**config.mk**
```make
export PLATFORM = sky130hd
export DESIGN_NAME = stwt_ctrl_flat
export DESIGN_NICKNAME = d
export VERILOG_FILES = /design/src/hw/rtl/stwt_pkg.sv /design/src/hw/rtl/stwt_if.sv /design/src/hw/rtl/stwt_ctrl.sv /design/src/flat_wrapper.sv
export SDC_FILE = /design/constraint.sdc
export NUM_CORES = 1
export LEC_CHECK = 0
export BUFFER_PORTS_ARGS = -buffer_cell sky130_fd_sc_hd__buf_2
export CORE_MARGIN = 5
export CORE_UTILIZATION = 50
export DETAILED_ROUTE_END_ITERATION = 7
export GPL_ROUTABILITY_DRIVEN = 1
export PLACE_DENSITY = 0.82
export SETUP_SLACK_MARGIN = 0.2
export SYNTH_ARGS = -nofsm -noshare
export SYNTH_HDL_FRONTEND = slang
export SYNTH_SLANG_ARGS = --single-unit
```
**constraint.sdc**
```tcl
create_clock -name i_clk -period 9.9 [get_ports i_clk]
set_input_delay 0.495 -clock i_clk [delete_from_list [all_inputs] [get_ports i_clk]]
set_output_delay 0.495 -clock i_clk [all_outputs]
set_load 0.005 [all_outputs]
```
**src/hw/rtl/stwt_pkg.sv**
```systemverilog
// Shared types, codes and defaults for the session table with timeout.
// Used by the channel interfaces, the controller and the core module.
package stwt_pkg;

    // Default values for the top-level parameters.
    localparam int DEF_TABLE_ENTRIES = 64;
    localparam int DEF_KEY_BITS      = 64;
    localparam int DEF_TIME_BITS     = 32;

    // Fixed field widths on the channels and the configuration port.
    localparam int CMD_W      = 2;
    localparam int KEY_W      = 64;
    localparam int TIME_W     = 32;
    localparam int TAG_W      = 8;
    localparam int MSG_W      = 2;
    localparam int CFG_IDX_W  = 2;
    localparam int CFG_DATA_W = 32;

    // Command codes.
    localparam logic [CMD_W-1:0] CMD_CHECK  = 2'd0;
    localparam logic [CMD_W-1:0] CMD_LOGIN  = 2'd1;
    localparam logic [CMD_W-1:0] CMD_LOGOUT = 2'd2;

    // Message codes.
    localparam logic [MSG_W-1:0] MSG_NONE    = 2'd0;
    localparam logic [MSG_W-1:0] MSG_WELCOME = 2'd1;
    localparam logic [MSG_W-1:0] MSG_BYE     = 2'd2;
    localparam logic [MSG_W-1:0] MSG_NO_SESS = 2'd3;

    // Configuration register indexes.
    localparam logic [CFG_IDX_W-1:0] REG_TTL     = 2'd0;
    localparam logic [CFG_IDX_W-1:0] REG_FIXED   = 2'd1;
    localparam logic [CFG_IDX_W-1:0] REG_PASSIVE = 2'd2;

    localparam logic [CFG_DATA_W-1:0] DEFAULT_TTL = 32'd3600;

    // Live configuration handed to the controller.
    typedef struct packed {
        logic [CFG_DATA_W-1:0] ttl;
        logic                  fixed_expiry;
        logic                  passive_mode;
    } t_cfg;

    // One result beat as produced by the controller.
    typedef struct packed {
        logic [TAG_W-1:0] tag;
        logic             granted;
        logic [MSG_W-1:0] msg;
        logic             failed;
    } t_result;

endpackage

```
**src/hw/rtl/stwt_if.sv**
```systemverilog
// Valid/ready channel interfaces for requests and replies.
// Field widths come from stwt_pkg.
interface stwt_req_if import stwt_pkg::*; ();
    logic              valid;
    logic              ready;
    logic [CMD_W-1:0]  command;
    logic [KEY_W-1:0]  session_key;
    logic [TIME_W-1:0] current_time;
    logic [TAG_W-1:0]  request_tag;

    modport source (output valid, command, session_key, current_time, request_tag,
                    input ready);
    modport sink   (input valid, command, session_key, current_time, request_tag,
                    output ready);
endinterface


```
**src/hw/rtl/stwt_ctrl.sv**
```systemverilog
// Controller: clearing pass, sequential table scan, decision and write-back.
// Depends on stwt_pkg, stwt_req_if and the table memory ports.
module stwt_ctrl import stwt_pkg::*; #(
    parameter int TABLE_ENTRIES = DEF_TABLE_ENTRIES,
    parameter int KEY_BITS      = DEF_KEY_BITS,
    parameter int TIME_BITS     = DEF_TIME_BITS,
    localparam int AW           = $clog2(TABLE_ENTRIES),
    localparam int EW           = 1 + KEY_BITS + TIME_BITS
) (
    input  logic              i_clk,
    input  logic              i_rst_n,
    stwt_req_if.sink          i_req,
    input  t_cfg              i_cfg,
    output logic              o_res_valid,
    input  logic              i_res_ready,
    output t_result           o_res,
    output logic              o_mem_wr_en,
    output logic [AW-1:0]     o_mem_wr_addr,
    output logic [EW-1:0]     o_mem_wr_data,
    output logic [AW-1:0]     o_mem_rd_addr,
    input  logic [EW-1:0]     i_mem_rd_data
);

    typedef enum logic [4:0] {
        S_CLEAR  = 5'b00001,
        S_IDLE   = 5'b00010,
        S_SCAN   = 5'b00100,
        S_DECIDE = 5'b01000,
        S_RESP   = 5'b10000
    } t_state;

    localparam logic [AW-1:0] LAST_IDX = AW'(TABLE_ENTRIES - 1);

    t_state r_state, n_state;
    logic [AW-1:0] r_idx, n_idx;
    logic          r_issue_done, n_issue_done;
    logic          r_chk_valid, n_chk_valid;
    logic [AW-1:0] r_chk_idx, n_chk_idx;
    logic          r_found, n_found;
    logic          r_hit_live, n_hit_live;
    logic [AW-1:0] r_hit_idx, n_hit_idx;
    logic          r_free_found, n_free_found;
    logic [AW-1:0] r_free_idx, n_free_idx;
    t_result       r_res, n_res;

    // Captured request payload.
    logic [CMD_W-1:0]     r_cmd;
    logic [KEY_BITS-1:0]  r_key;
    logic [TIME_BITS-1:0] r_now;
    logic [TAG_W-1:0]     r_tag;

    logic                 req_acc;
    logic                 rd_valid;
    logic [KEY_BITS-1:0]  rd_key;
    logic [TIME_BITS-1:0] rd_stamp;
    logic [TIME_BITS-1:0] age;
    logic                 entry_live;
    logic                 entry_hit;
    logic                 store_ok;
    logic [AW-1:0]        store_idx;

    assign i_req.ready = (r_state == S_IDLE);
    assign req_acc     = i_req.valid && i_req.ready;

    // Payload capture at acceptance.
    always_ff @(posedge i_clk) begin
        if (req_acc) begin
            r_cmd <= i_req.command;
            r_key <= i_req.session_key[KEY_BITS-1:0];
            r_now <= TIME_BITS'(i_req.current_time);
            r_tag <= i_req.request_tag;
        end
    end

    // Fields of the entry returned by the memory.
    assign rd_valid = i_mem_rd_data[EW-1];
    assign rd_key   = i_mem_rd_data[TIME_BITS +: KEY_BITS];
    assign rd_stamp = i_mem_rd_data[TIME_BITS-1:0];

    // A session is live while its stamp plus the TTL, without wrap, reaches now.
    assign age        = r_now - rd_stamp;
    assign entry_live = (r_now <= rd_stamp) || (64'(age) <= 64'(i_cfg.ttl));
    assign entry_hit  = rd_valid && (rd_key == r_key);

    assign store_ok  = r_found || r_free_found;
    assign store_idx = r_found ? r_hit_idx : r_free_idx;

    assign o_mem_rd_addr = r_idx;

    // Next-state logic for the sequencer.
    always_comb begin
        n_state       = r_state;
        n_idx         = r_idx;
        n_issue_done  = r_issue_done;
        n_chk_valid   = 1'b0;
        n_chk_idx     = r_idx;
        n_found       = r_found;
        n_hit_live    = r_hit_live;
        n_hit_idx     = r_hit_idx;
        n_free_found  = r_free_found;
        n_free_idx    = r_free_idx;
        n_res         = r_res;
        o_mem_wr_en   = 1'b0;
        o_mem_wr_addr = r_idx;
        o_mem_wr_data = {1'b1, r_key, r_now};
        case (r_state)
            S_CLEAR: begin
                // Sweep the table once, marking every entry free.
                o_mem_wr_en   = 1'b1;
                o_mem_wr_data = '0;
                if (r_idx == LAST_IDX) begin
                    n_state = S_IDLE;
                    n_idx   = '0;
                end else begin
                    n_idx = r_idx + AW'(1);
                end
            end
            S_IDLE: begin
                if (req_acc) begin
                    n_state      = S_SCAN;
                    n_idx        = '0;
                    n_issue_done = 1'b0;
                    n_found      = 1'b0;
                    n_free_found = 1'b0;
                end
            end
            S_SCAN: begin
                // Issue one read a cycle and inspect the entry read last cycle.
                n_chk_valid = !r_issue_done;
                if (!r_issue_done) begin
                    if (r_idx == LAST_IDX) begin
                        n_issue_done = 1'b1;
                    end else begin
                        n_idx = r_idx + AW'(1);
                    end
                end
                if (r_chk_valid) begin
                    if (entry_hit && !r_found) begin
                        n_found    = 1'b1;
                        n_hit_idx  = r_chk_idx;
                        n_hit_live = entry_live;
                    end
                    if ((!rd_valid || !entry_live) && !r_free_found) begin
                        n_free_found = 1'b1;
                        n_free_idx   = r_chk_idx;
                    end
                    if (r_chk_idx == LAST_IDX) begin
                        n_state = S_DECIDE;
                    end
                end
            end
            S_DECIDE: begin
                // Apply the command to the table and form the reply.
                n_state       = S_RESP;
                n_res.tag     = r_tag;
                n_res.failed  = 1'b0;
                n_res.granted = 1'b1;
                n_res.msg     = MSG_NONE;
                case (r_cmd)
                    CMD_LOGOUT: begin
                        o_mem_wr_en   = r_found;
                        o_mem_wr_addr = r_hit_idx;
                        o_mem_wr_data = {1'b0, r_key, r_now};
                        n_res.msg     = MSG_BYE;
                    end
                    CMD_LOGIN: begin
                        o_mem_wr_en   = store_ok;
                        o_mem_wr_addr = store_idx;
                        n_res.failed  = !store_ok;
                        n_res.msg     = MSG_WELCOME;
                    end
                    default: begin
                        if (r_found && r_hit_live) begin
                            // Active session: renew unless expiry is fixed.
                            o_mem_wr_en   = !i_cfg.fixed_expiry;
                            o_mem_wr_addr = r_hit_idx;
                        end else if (i_cfg.passive_mode) begin
                            o_mem_wr_en   = store_ok;
                            o_mem_wr_addr = store_idx;
                            n_res.failed  = !store_ok;
                            n_res.granted = 1'b0;
                            n_res.msg     = MSG_WELCOME;
                        end else begin
                            n_res.granted = 1'b0;
                            n_res.msg     = MSG_NO_SESS;
                        end
                    end
                endcase
            end
            S_RESP: begin
                if (i_res_ready) begin
                    n_state = S_IDLE;
                end
            end
            default: begin
                n_state = S_IDLE;
            end
        endcase
    end

    // Control registers.
    always_ff @(posedge i_clk) begin
        if (!i_rst_n) begin
            r_state      <= S_CLEAR;
            r_idx        <= '0;
            r_issue_done <= 1'b0;
            r_chk_valid  <= 1'b0;
            r_found      <= 1'b0;
            r_free_found <= 1'b0;
        end else begin
            r_state      <= n_state;
            r_idx        <= n_idx;
            r_issue_done <= n_issue_done;
            r_chk_valid  <= n_chk_valid;
            r_found      <= n_found;
            r_free_found <= n_free_found;
        end
    end

    // Scan bookkeeping and reply payload.
    always_ff @(posedge i_clk) begin
        r_chk_idx  <= n_chk_idx;
        r_hit_live <= n_hit_live;
        r_hit_idx  <= n_hit_idx;
        r_free_idx <= n_free_idx;
        r_res      <= n_res;
    end

    assign o_res_valid = (r_state == S_RESP);
    assign o_res       = r_res;

`ifndef SYNTHESIS
    // The table is written only by the clearing pass or the decision step.
    assert property (@(posedge i_clk) disable iff (!i_rst_n)
        o_mem_wr_en |-> (r_state == S_CLEAR) || (r_state == S_DECIDE))
        else $error("table written outside clear or decide");

    // An accepted request starts a scan from the first entry.
    assert property (@(posedge i_clk) disable iff (!i_rst_n)
        req_acc |=> (r_state == S_SCAN) && (r_idx == '0) && !r_issue_done)
        else $error("scan did not start at entry zero");

    // The decision step is followed by exactly one reply offer.
    assert property (@(posedge i_clk) disable iff (!i_rst_n)
        (r_state == S_DECIDE) |=> o_res_valid)
        else $error("no reply after decision");

    // Once the reply beat is taken, the next request can be accepted.
    assert property (@(posedge i_clk) disable iff (!i_rst_n)
        (o_res_valid && i_res_ready) |=> i_req.ready)
        else $error("not ready after reply");
`endif

endmodule

```
**src/flat_wrapper.sv**
```systemverilog
// flat-port wrapper written by rule: the top's interface ports become plain ports
module stwt_ctrl_flat import stwt_pkg::*;
#(
    parameter int TABLE_ENTRIES = DEF_TABLE_ENTRIES,
    parameter int KEY_BITS      = DEF_KEY_BITS,
    parameter int TIME_BITS     = DEF_TIME_BITS,
    localparam int AW           = $clog2(TABLE_ENTRIES),
    localparam int EW           = 1 + KEY_BITS + TIME_BITS
)
  (i_clk, i_rst_n, i_cfg, o_res_valid, i_res_ready, o_res, o_mem_wr_en, o_mem_wr_addr, o_mem_wr_data, o_mem_rd_addr, i_mem_rd_data, i_req_valid, i_req_command, i_req_session_key, i_req_current_time, i_req_request_tag, i_req_ready);
  stwt_req_if i_req_i ();
  input  logic i_clk;
  input  logic i_rst_n;
  input  t_cfg i_cfg;
  output logic o_res_valid;
  input  logic i_res_ready;
  output t_result o_res;
  output logic o_mem_wr_en;
  output logic [AW-1:0] o_mem_wr_addr;
  output logic [EW-1:0] o_mem_wr_data;
  output logic [AW-1:0] o_mem_rd_addr;
  input  logic [EW-1:0] i_mem_rd_data;
  input wire logic [$bits(i_req_i.valid)-1:0] i_req_valid;
  input wire logic [$bits(i_req_i.command)-1:0] i_req_command;
  input wire logic [$bits(i_req_i.session_key)-1:0] i_req_session_key;
  input wire logic [$bits(i_req_i.current_time)-1:0] i_req_current_time;
  input wire logic [$bits(i_req_i.request_tag)-1:0] i_req_request_tag;
  output wire logic [$bits(i_req_i.ready)-1:0] i_req_ready;
  assign i_req_i.valid = i_req_valid;
  assign i_req_i.command = i_req_command;
  assign i_req_i.session_key = i_req_session_key;
  assign i_req_i.current_time = i_req_current_time;
  assign i_req_i.request_tag = i_req_request_tag;
  assign i_req_ready = i_req_i.ready;
  stwt_ctrl #(.TABLE_ENTRIES(TABLE_ENTRIES), .KEY_BITS(KEY_BITS), .TIME_BITS(TIME_BITS)) u_core (.i_clk(i_clk), .i_rst_n(i_rst_n), .i_req(i_req_i), .i_cfg(i_cfg), .o_res_valid(o_res_valid), .i_res_ready(i_res_ready), .o_res(o_res), .o_mem_wr_en(o_mem_wr_en), .o_mem_wr_addr(o_mem_wr_addr), .o_mem_wr_data(o_mem_wr_data), .o_mem_rd_addr(o_mem_rd_addr), .i_mem_rd_data(i_mem_rd_data));
endmodule
```
# Yosys cells after proc, flatten, opt, wreduce, memory -nomap -nowiden
# Index checks and enable logic that the tools add are counted.
[classes] addsub=2 order_cmp=2 n_eq_ne=19 muxes=37 reduce_logical=26
[ops] operator="$pmux W97 S2" n=1
[ops] operator="$mux W97" n=1
[ops] operator="$eq A64 B64 Y1" n=1
[ops] operator="$le A32 B32 Y1" n=2
[ops] operator="$mux W6" n=8
[ops] operator="$sub A32 B32 Y32" n=1
[ops] operator="$mux W5" n=5
[ops] operator="$pmux W5 S5" n=1
[ops] operator="$pmux W6 S3" n=1
[ops] operator="$eq A6 B6 Y1 const B" n=2
[ops] operator="$ne A2 B1 Y1 const B" n=6
[ops] operator="$pmux W1 S2" n=6
[ops] operator="$pmux W6 S2" n=1
[ops] operator="$reduce_and A4 Y1" n=3
[ops] operator="$mux W1" n=10
[ops] operator="$logic_not A1 Y1" n=7
[ops] operator="$add A6 B1 Y6 const B" n=1
[ops] operator="$ne A2 B2 Y1 const B" n=3
[ops] operator="$reduce_and A3 Y1" n=2
[ops] operator="$eq A5 B1 Y1 const B" n=1
[ops] operator="$eq A5 B2 Y1 const B" n=1
[ops] operator="$eq A5 B3 Y1 const B" n=1
[ops] operator="$eq A5 B4 Y1 const B" n=1
[ops] operator="$eq A5 B5 Y1 const B" n=1
[ops] operator="12 further kinds" n=19
[word_totals] register_bits=152 inputBits=241 output_inout_bits=124

# Logic depth before layout (Yosys ltp)
# Gate-level depths: netlist (run 1).
[logic_depth] depth_word=9 mapped_depth=18

# Worst setup path after synthesis (run 1)
# OpenSTA, ideal clock, no wires.
[synth_path] path_type="in2reg" startpoint="input port i_mem_rd_data[0]" endpoint="register u_core.r_free_idx[0], enable pin" t_arrival_ps=3924 t_required_ps=9521 setup_slack_ps=5596 stages=15 path_buffers=0 path_cell_list="ha_1 fa_1 nor2b_1 o31a_1 o311ai_1 o2111a_1 o2111ai_1 nand2_1 a311o_1 ha_1 nand4_1 nor4_1 a211o_1 o211ai_1 a211oi_1"
[synth_via] elab_chain_len=7
[synth_lines] item="start: declaration" line_no="flat_wrapper.sv:22" source="input logic [EW-1:0] i_mem_rd_data;"
[synth_lines] item="$sub A32 B32 Y32" line_no="stwt_ctrl.sv:81" source="assign age = r_now - rd_stamp;"
[synth_lines] item="$le A32 B32 Y1" line_no="stwt_ctrl.sv:82" source="assign entry_live = (r_now <= rd_stamp) || (64'(age) <= 64'(i_cfg.ttl));"
[synth_lines] item="$logic_or A1 B1 Y1 *" line_no="stwt_ctrl.sv:82"
[synth_lines] item="net u_core.entry_live" line_no="stwt_ctrl.sv:57" source="logic entry_live;"
[synth_lines] item="$logic_not A1 Y1 *" line_no="stwt_ctrl.sv:143" source="if ((!rd_valid || !entry_live) && !r_free_found) begin"
[synth_lines] item="$logic_or A1 B1 Y1 *" line_no="stwt_ctrl.sv:143"
[synth_lines] item="$logic_and A1 B1 Y1 *" line_no="stwt_ctrl.sv:143"
[synth_lines] item="$reduce_and A3 Y1 (no source line) *"
[synth_lines] item="end signal: assignment" line_no="stwt_ctrl.sv:225" source="r_free_idx <= n_free_idx;"
[synth_lines] item="end: declaration" line_no="stwt_ctrl.sv:43" source="logic [AW-1:0] r_free_idx, n_free_idx;"
# Mark *: on every way through the listed nets, which the timed path passes. The rest lies on a longest branch.
# A chain may end at the register's enable or synchronous reset.

# Final worst setup path (run 1)
[layout_path] startpoint="register u_core.r_now[3]" endpoint="register u_core.r_free_idx[3], enable pin"
[layout_via] elab_chain_len=7
[layout_lines] item="start: declaration" line_no="stwt_ctrl.sv:49" source="logic [TIME_BITS-1:0] r_now;"
[layout_lines] item="start signal: assignment" line_no="stwt_ctrl.sv:70" source="r_now <= TIME_BITS'(i_req.current_time);"
[layout_lines] item="$sub A32 B32 Y32" line_no="stwt_ctrl.sv:81"
[layout_lines] item="$le A32 B32 Y1" line_no="stwt_ctrl.sv:82"
[layout_lines] item="$logic_or A1 B1 Y1 *" line_no="stwt_ctrl.sv:82"
[layout_lines] item="net u_core.entry_live" line_no="stwt_ctrl.sv:57"
[layout_lines] item="$logic_not A1 Y1 *" line_no="stwt_ctrl.sv:143"
[layout_lines] item="$logic_or A1 B1 Y1 *" line_no="stwt_ctrl.sv:143"
[layout_lines] item="$logic_and A1 B1 Y1 *" line_no="stwt_ctrl.sv:143"
[layout_lines] item="$reduce_and A3 Y1 (no source line) *"
# Marks and branches as above.

==> impl_metrics.ini, run 1 <==
[setup_path]
endpoint_kind = register
cp_num_buf_inv = 0
crit_path_max_incr_delay_ps = 820
cp_top_family = compound AO/OA/AOI/OAI gates
start_kind = register
cp_data_required_time_ps = 9950
path_cells = ha_1 > a21o_1 > a21oi_2 > a21oi_2 > o41ai_4 > o21bai_1 > a21oi_1 > xnor2_1 > ha_1 > nand4_1 > nor4_1 > o21ai_0 > o211ai_1 > a211o_1 > o211ai_1 > a211oi_1
arrival_ps = 4960
path_class = register to register
worstPathMaxFanout = 6
crit_slowest_cell = a211oi_1

[cells_and_area]
syn_to_final_growth_pct = 28.1
nNetsFinal = 1562
multiInputGateArea_um2 = 4470
stdcell_count = 1496
final_area_um2 = 11900
drive_above_1_share = 0.330
final.fill_count = 1427
seq_area_um2 = 4350

[power_and_ir_drop]
p_switching_mw = 0.526
power_leakage_nw = 5.59
power.internal_mw = 1.26
seqPwrFrac = 0.406
peakVddDrop_v = 0.000123
p_total_mw = 1.79
switching_share = 0.294
power.density_nw_per_um2 = 150
comb_power_share = 0.232
pwr-share-clk = 0.362

[detailed_routing]
post_drt_wl_per_cell_um = 18.9
routed_wl_um = 28300
via_per_inst = 5.48
vias = 8191
drt_iter0_drc = 551
postRouteAntennaNets = 0
drt_pass1_iterations = 5
route.detailed.drc = 0

[timing]
period_share = 0.497
tns_ps = 0
finalHoldViolCount = 0
rsz0062_at_grt = false
setup_viol = 0
fin_worst_skew_ps = 17.4
fin_crit_ps = 4920
worst_slack_ps = 4980
tightest_slew_ps = 955
slew_viol_final = 0
fmax_mhz = 203
maxSlewHeadroom = 0.362

[global_route]
antenna_found_initial = 3
grt_max_degree = 67
grt_overflow_total = 0
grt_pass1_wl_um = 44200
grt_pass1_vias = 8481
grt_usage = 0.259

[place]
place_ws_ps = 4790
dp.cells = 1463
portBuffers = 364
gp_congestion = 0.887
dpl-instance-area_um2 = 11300
dp_hpwl_um = 22800

[yosys]
ys_types = 75
syn_avg_cell_area_um2 = 10.4
syn_inst = 894
post-synth-top-count-cell = edfxtp_1
synth_ff_type = edfxtp_1
synth_nets = 1203
synth_warnings = 0
yosysSeqAreaShare = 0.468
synth_top_cells_by_count = edfxtp_1 (131), inv_1 (100), and2_1 (86), ha_1 (67), a21oi_1 (51)
synth_xor_area_frac = 0.0697
synth-simple-area-share = 0.162
synth_area_leader_cell = edfxtp_1
synth_area_leaders = edfxtp_1 (42%), ha_1 (9.0%), and2_1 (5.8%)
ys_ff_latch = 152
synth_compound_area_frac = 0.147
syn-cell-area_um2 = 9300
synth_top_family_by_area = simple AND/OR/NAND/NOR gates
synth_edf_count = 131
muxShareOfSynthArea = 0.00968
synth_top_area_frac = 0.423
synthAdderAreaFrac = 0.0923
async_flop_share = 0

[floorplanning]
die_w_um = 146
initial_core_util = 0.513
rows = 49
die_y_um = 146
core-area_um2 = 18100
dieArea_um2 = 21400
num_io_pins = 365

[clock_tree]
cts_buffers = 17
numClockSinks = 152
cts_resized = 0
cts_hold_buf = 0
postCtsSetupRepairBufs = 0
clk_pin_slew_ps = 70
cts_root_buf = clkbuf_16
cts_tree = yes
clock_latency_ps = 430
cts_buffer_depth = 2
htreeDepth = 4

[outcome]
status = finished, final reports clean

[flow_run]
drv_cap = 0

[hold_path]
hold_class = primary input to register
==> metal layers <==
layer | GRT usage | share of wire
met1 | 0.291 | 0.38
met5 | 0 | 0.0012
met2 | 0.451 | 0.50
met3 | 0.0750 | 0.080
met4 | 0.126 | 0.042
==> layout by cell type, fill, tap and decap left out, types with 5 or more instances in the layout <==
master     synthesis  final
a21o_1            20     20
a21oi_1           51     51
a31oi_1            9      9
and2_1            86     86
and3_1             8      8
buf_2              3    364
clkbuf_16          0     17
dfxtp_1           21     21
edfxtp_1         131    131
ha_1              67     67
inv_1            100     99
inv_6              0      5
mux2i_1            9      9
nand2_1           43     43
nand2b_1           7      7
nand3_1           13     13
nand4_1           23     23
nor2_1            49     49
nor2b_1            5      5
nor3_1             7      7
nor4_1            13     13
o211ai_1          12     12
o21a_1             6      6
o21ai_0           22     22
o21bai_1           6      6
o2bb2ai_1          6      6
xnor2_1           48     48
xor2_1            26     26
==> power by group through the flow <==
stage	sequential, mW	clock, mW	combinational (mW)
2_1_floorplan	0.736	0	0.229
3_3_place_gp	0.739	0	0.404
3_5_place_dp	0.739	0	0.411
4_1_cts	0.726	0.656	0.416
5_1_grt	0.728	0.685	0.456
6_report	0.726	0.647	0.414
==> worst register-to-register path, delay by kind of cell (launching register included) <==
| family | cells | cell delay [ps] |
|---|---|---|
| compound gates | 11 | 2850 |
| fa+ha+maj | 2 | 670 |
| simple gates | 2 | 510 |
| flops | 1 | 420 |
| xor+xnor | 1 | 90 |
==> state kept, by name (all words and copies together) (netlist names), 2 cells and up <==
signal,count
u_core.r_key,64
u_core.r_now,32
u_core.o_res,12
u_core.r_tag,8
u_core.o_mem_rd_addr,6
u_core.r_chk_idx,6
u_core.r_free_idx,6
u_core.r_hit_idx,6
u_core.r_state,5
u_core.r_cmd,2
==> final timing paths <==
check | depth (start not counted) | end | from | slack [ps]
setup reg to reg | 16 | u_core.r_free_idx[3] | u_core.r_now[3] | 4980
hold reg to reg | 0 | u_core.o_res[7] | u_core.r_tag[3] | 420
hold / removal | 1 | u_core.r_key[47] | i_req_session_key[47] | 240
setup / recovery | 16 | u_core.r_free_idx[3] | u_core.r_now[3] | 4980
==> cell type report <==
| cell class | count | share of cell area |
|---|---|---|
| Timing Repair Buffer | 367 | 0.155 |
| Inverter | 100 | 0.0317 |
| Sequential cell | 152 | 0.365 |
| Antenna cell | 1 | 0.000210 |
| Clock buffer | 17 | 0.0357 |
| Multi-Input combinational cell | 615 | 0.375 |
| Tap cell | 229 | 0.0240 |
| Clock inverter | 15 | 0.0133 |
==> cells by family after synthesis <==
family                     count (synthesis)
muxes                                      9
DFF                                      152
xor gates and xnor gates                  74
buffers and inverters                    127
AOI/OAI and AO/OA                        191
adders and majority gates                 68
and+or+nand+nor                          273
==> through the flow <==
step | utilization | hold WS (ps)
after floorplan | - | 400
after global placement | 0.624 | 402
after detailed placement | 0.624 | 405
after CTS | 0.656 | 218
after global routing | 0.657 | 215
final | 0.657 | 235
No activity file was read; power rests on OpenSTA's default activity.
==> inputs of run 2 (changes only) <==
- ABC_AREA: not set -> 1
- clock period: 9.9 -> 4.9 ns (I/O delays scaled with it)
==> impl_metrics.ini, run 2 <==
[timing]
fin_worst_skew_ps = 21.8
worst_slack_ps = 648
period_share = 0.868
finalHoldViolCount = 0
tightest_slew_ps = 939
maxSlewHeadroom = 0.374
setup_viol = 0
rsz0062_at_grt = false
slew_viol_final = 0
tns_ps = 0
fin_crit_ps = 4250
fmax_mhz = 235

[yosys]
synth_ff_type = edfxtp_1
synth_edf_count = 131
synth_area_leader_cell = edfxtp_1
post-synth-top-count-cell = inv_1
synth_area_leaders = edfxtp_1 (42%), inv_1 (9.3%), ha_1 (8.9%)
synth_warnings = 0
syn_avg_cell_area_um2 = 8.39
yosysSeqAreaShare = 0.462
async_flop_share = 0
syn-cell-area_um2 = 9420
synth_top_cells_by_count = inv_1 (233), nand2_1 (186), nor2_1 (167), edfxtp_1 (131)
ys_types = 44
ys_ff_latch = 152
synth_top_area_frac = 0.418
synth_nets = 1431
syn_inst = 1122

[setup_path]
arrival_ps = 4350
start_kind = register
cp_data_required_time_ps = 5000
endpoint_kind = register
worstPathMaxFanout = 6
path_class = register to register

[floorplanning]
num_io_pins = 365
dieArea_um2 = 21700
rows = 50
die_y_um = 147
core-area_um2 = 18600
die_w_um = 147
initial_core_util = 0.505

[cells_and_area]
multiInputGateArea_um2 = 4140
seq_area_um2 = 4350
most-common-layout-cells = buf_2 (364), inv_1 (233), nand2_1 (186)
largest_reg_flops = 64
syn_to_final_growth_pct = 39.9
final_common_cell = buf_2
nNetsFinal = 1906
regMostFlops = u_core.r_key
drive_above_1_share = 0.261
final.fill_count = 1347

[clock_tree]
cts_tree = yes
numClockSinks = 152
cts_root_buf = clkbuf_16
cts_buffer_depth = 2
cts_buffers = 17
htreeDepth = 4
clk_pin_slew_ps = 80
clock_latency_ps = 440
postCtsSetupRepairBufs = 0

[power_and_ir_drop]
power.internal_mw = 2.58
seqPwrFrac = 0.378
power_leakage_nw = 6.75
switching_share = 0.333
peakVddDrop_v = 0.000220
comb_power_share = 0.271
power.density_nw_per_um2 = 294
p_switching_mw = 1.29
pwr-share-clk = 0.351

[detailed_routing]
drt_iter0_drc = 676
route.detailed.drc = 0
routed_wl_um = 33500
drt_pass1_iterations = 5
via_per_inst = 5.28
post_drt_wl_per_cell_um = 18.1
postRouteAntennaNets = 0
vias = 9753

[flow_run]
drv_cap = 0

[global_route]
grt_overflow_total = 0
grt_usage = 0.298
grt_pass1_vias = 9906
antenna_found_initial = 4
grt_pass1_wl_um = 51100
grt_max_degree = 72

[place]
portBuffers = 364
gp_congestion = 0.929
dp_hpwl_um = 24400
place_ws_ps = 570

[hold_path]
hold_class = primary input to register

[outcome]
status = finished, final reports clean
-- run 2: layer usage --
| layer | track usage | vias up | routed length [um] |
|---|---|---|---|
| met3 | 0.0512 | 106 | 2320 |
| met4 | 0.146 | 0 | 1490 |
| met5 | 0 | - | 0 |
| met1 | 0.345 | 4460 | 12400 |
| met2 | 0.534 | 559 | 17300 |
| li1 | - | 4628 | - |
-- run 2: through the flow --
| step | hold slack [ps] | std cells | area, um2 | util | total power [mW] |
|---|---|---|---|---|---|
| finish | 26.2 | 1848 | 13200 | 0.707 | 3.87 |
| global route | 2.81 | 1848 | 13200 | 0.707 | 4.05 |
| CTS | 4.52 | 1843 | 13200 | 0.706 | 3.85 |
| detailed placement | 381 | 1711 | 11500 | 0.619 | 2.45 |
| global placement | 377 | 1711 | 11500 | 0.619 | 2.43 |
| floorplan | 315 | 1122 | 9430 | - | 1.99 |
-- run 2: cells by family (layout without fill, tap and decap cells) --
group / count (synthesis) / in the layout / share of synthesized area
DFF: 152 / 152 / 0.462
and+or+nand+nor: 417 / 417 / 0.183
AOI/OAI and AO/OA: 179 / 179 / 0.113
muxes: 2 / 2 / 0.00213
other: 0 / 4 / 0
xor gates and xnor gates: 52 / 52 / 0.0484
buffers and inverters: 252 / 740 / 0.100
adders and majority gates: 68 / 68 / 0.0911
-- run 2: timing repair --
action,CTS,global route
hold buffers,100,1
endpoints found under the hold margin,100,1
resized for setup,0,1
endpoints found under the setup margin,0,6
-- run 2: cell type report --
cell class / instances / share of cell area
Antenna cell: 4 / 0.000759
Clock buffer: 17 / 0.0323
Clock inverter: 15 / 0.0150
Inverter: 238 / 0.0678
Multi-Input combinational cell: 718 / 0.314
Sequential cell: 152 / 0.330
Tap cell: 234 / 0.0222
Timing Repair Buffer: 470 / 0.218
-- run 2: worst paths after layout --
check	from	to	slack, ps	cells past startpoint
max	u_core.r_now[0]	u_core.r_free_idx[5]	650	22
min	i_req_current_time[20]	u_core.r_now[20]	30	1
max reg2reg	u_core.r_now[0]	u_core.r_free_idx[5]	650	22
min reg2reg	u_core.o_mem_rd_addr[5]	u_core.r_chk_idx[5]	390	0
-- run 2: critical path: stages (launching register included) --
cell      delay (ps)
edfxtp_1         330
inv_1             60
ha_1             210
fa_1             430
o21ai_1          230
a21oi_1          140
o21ai_1          290
a21oi_1          160
o21bai_1         270
a21oi_1          130
xnor2_1          150
ha_1             280
nand2_1           60
nor2_1           120
nor3b_1          240
nand2_1           90
nand2_1           60
nand3_1          130
nand2_1           90
nand2_1           50
nand2_1           50
nand2_1           90
nor2_2           260
-- run 2: power by group through the flow --
stage	clock, mW	sequential (mW)	combinational [mW]
6_report	1.36	1.46	1.05
5_1_grt	1.44	1.46	1.15
4_1_cts	1.36	1.46	1.03
3_5_place_dp	0	1.49	0.956
3_3_place_gp	0	1.49	0.939
2_1_floorplan	0	1.48	0.506
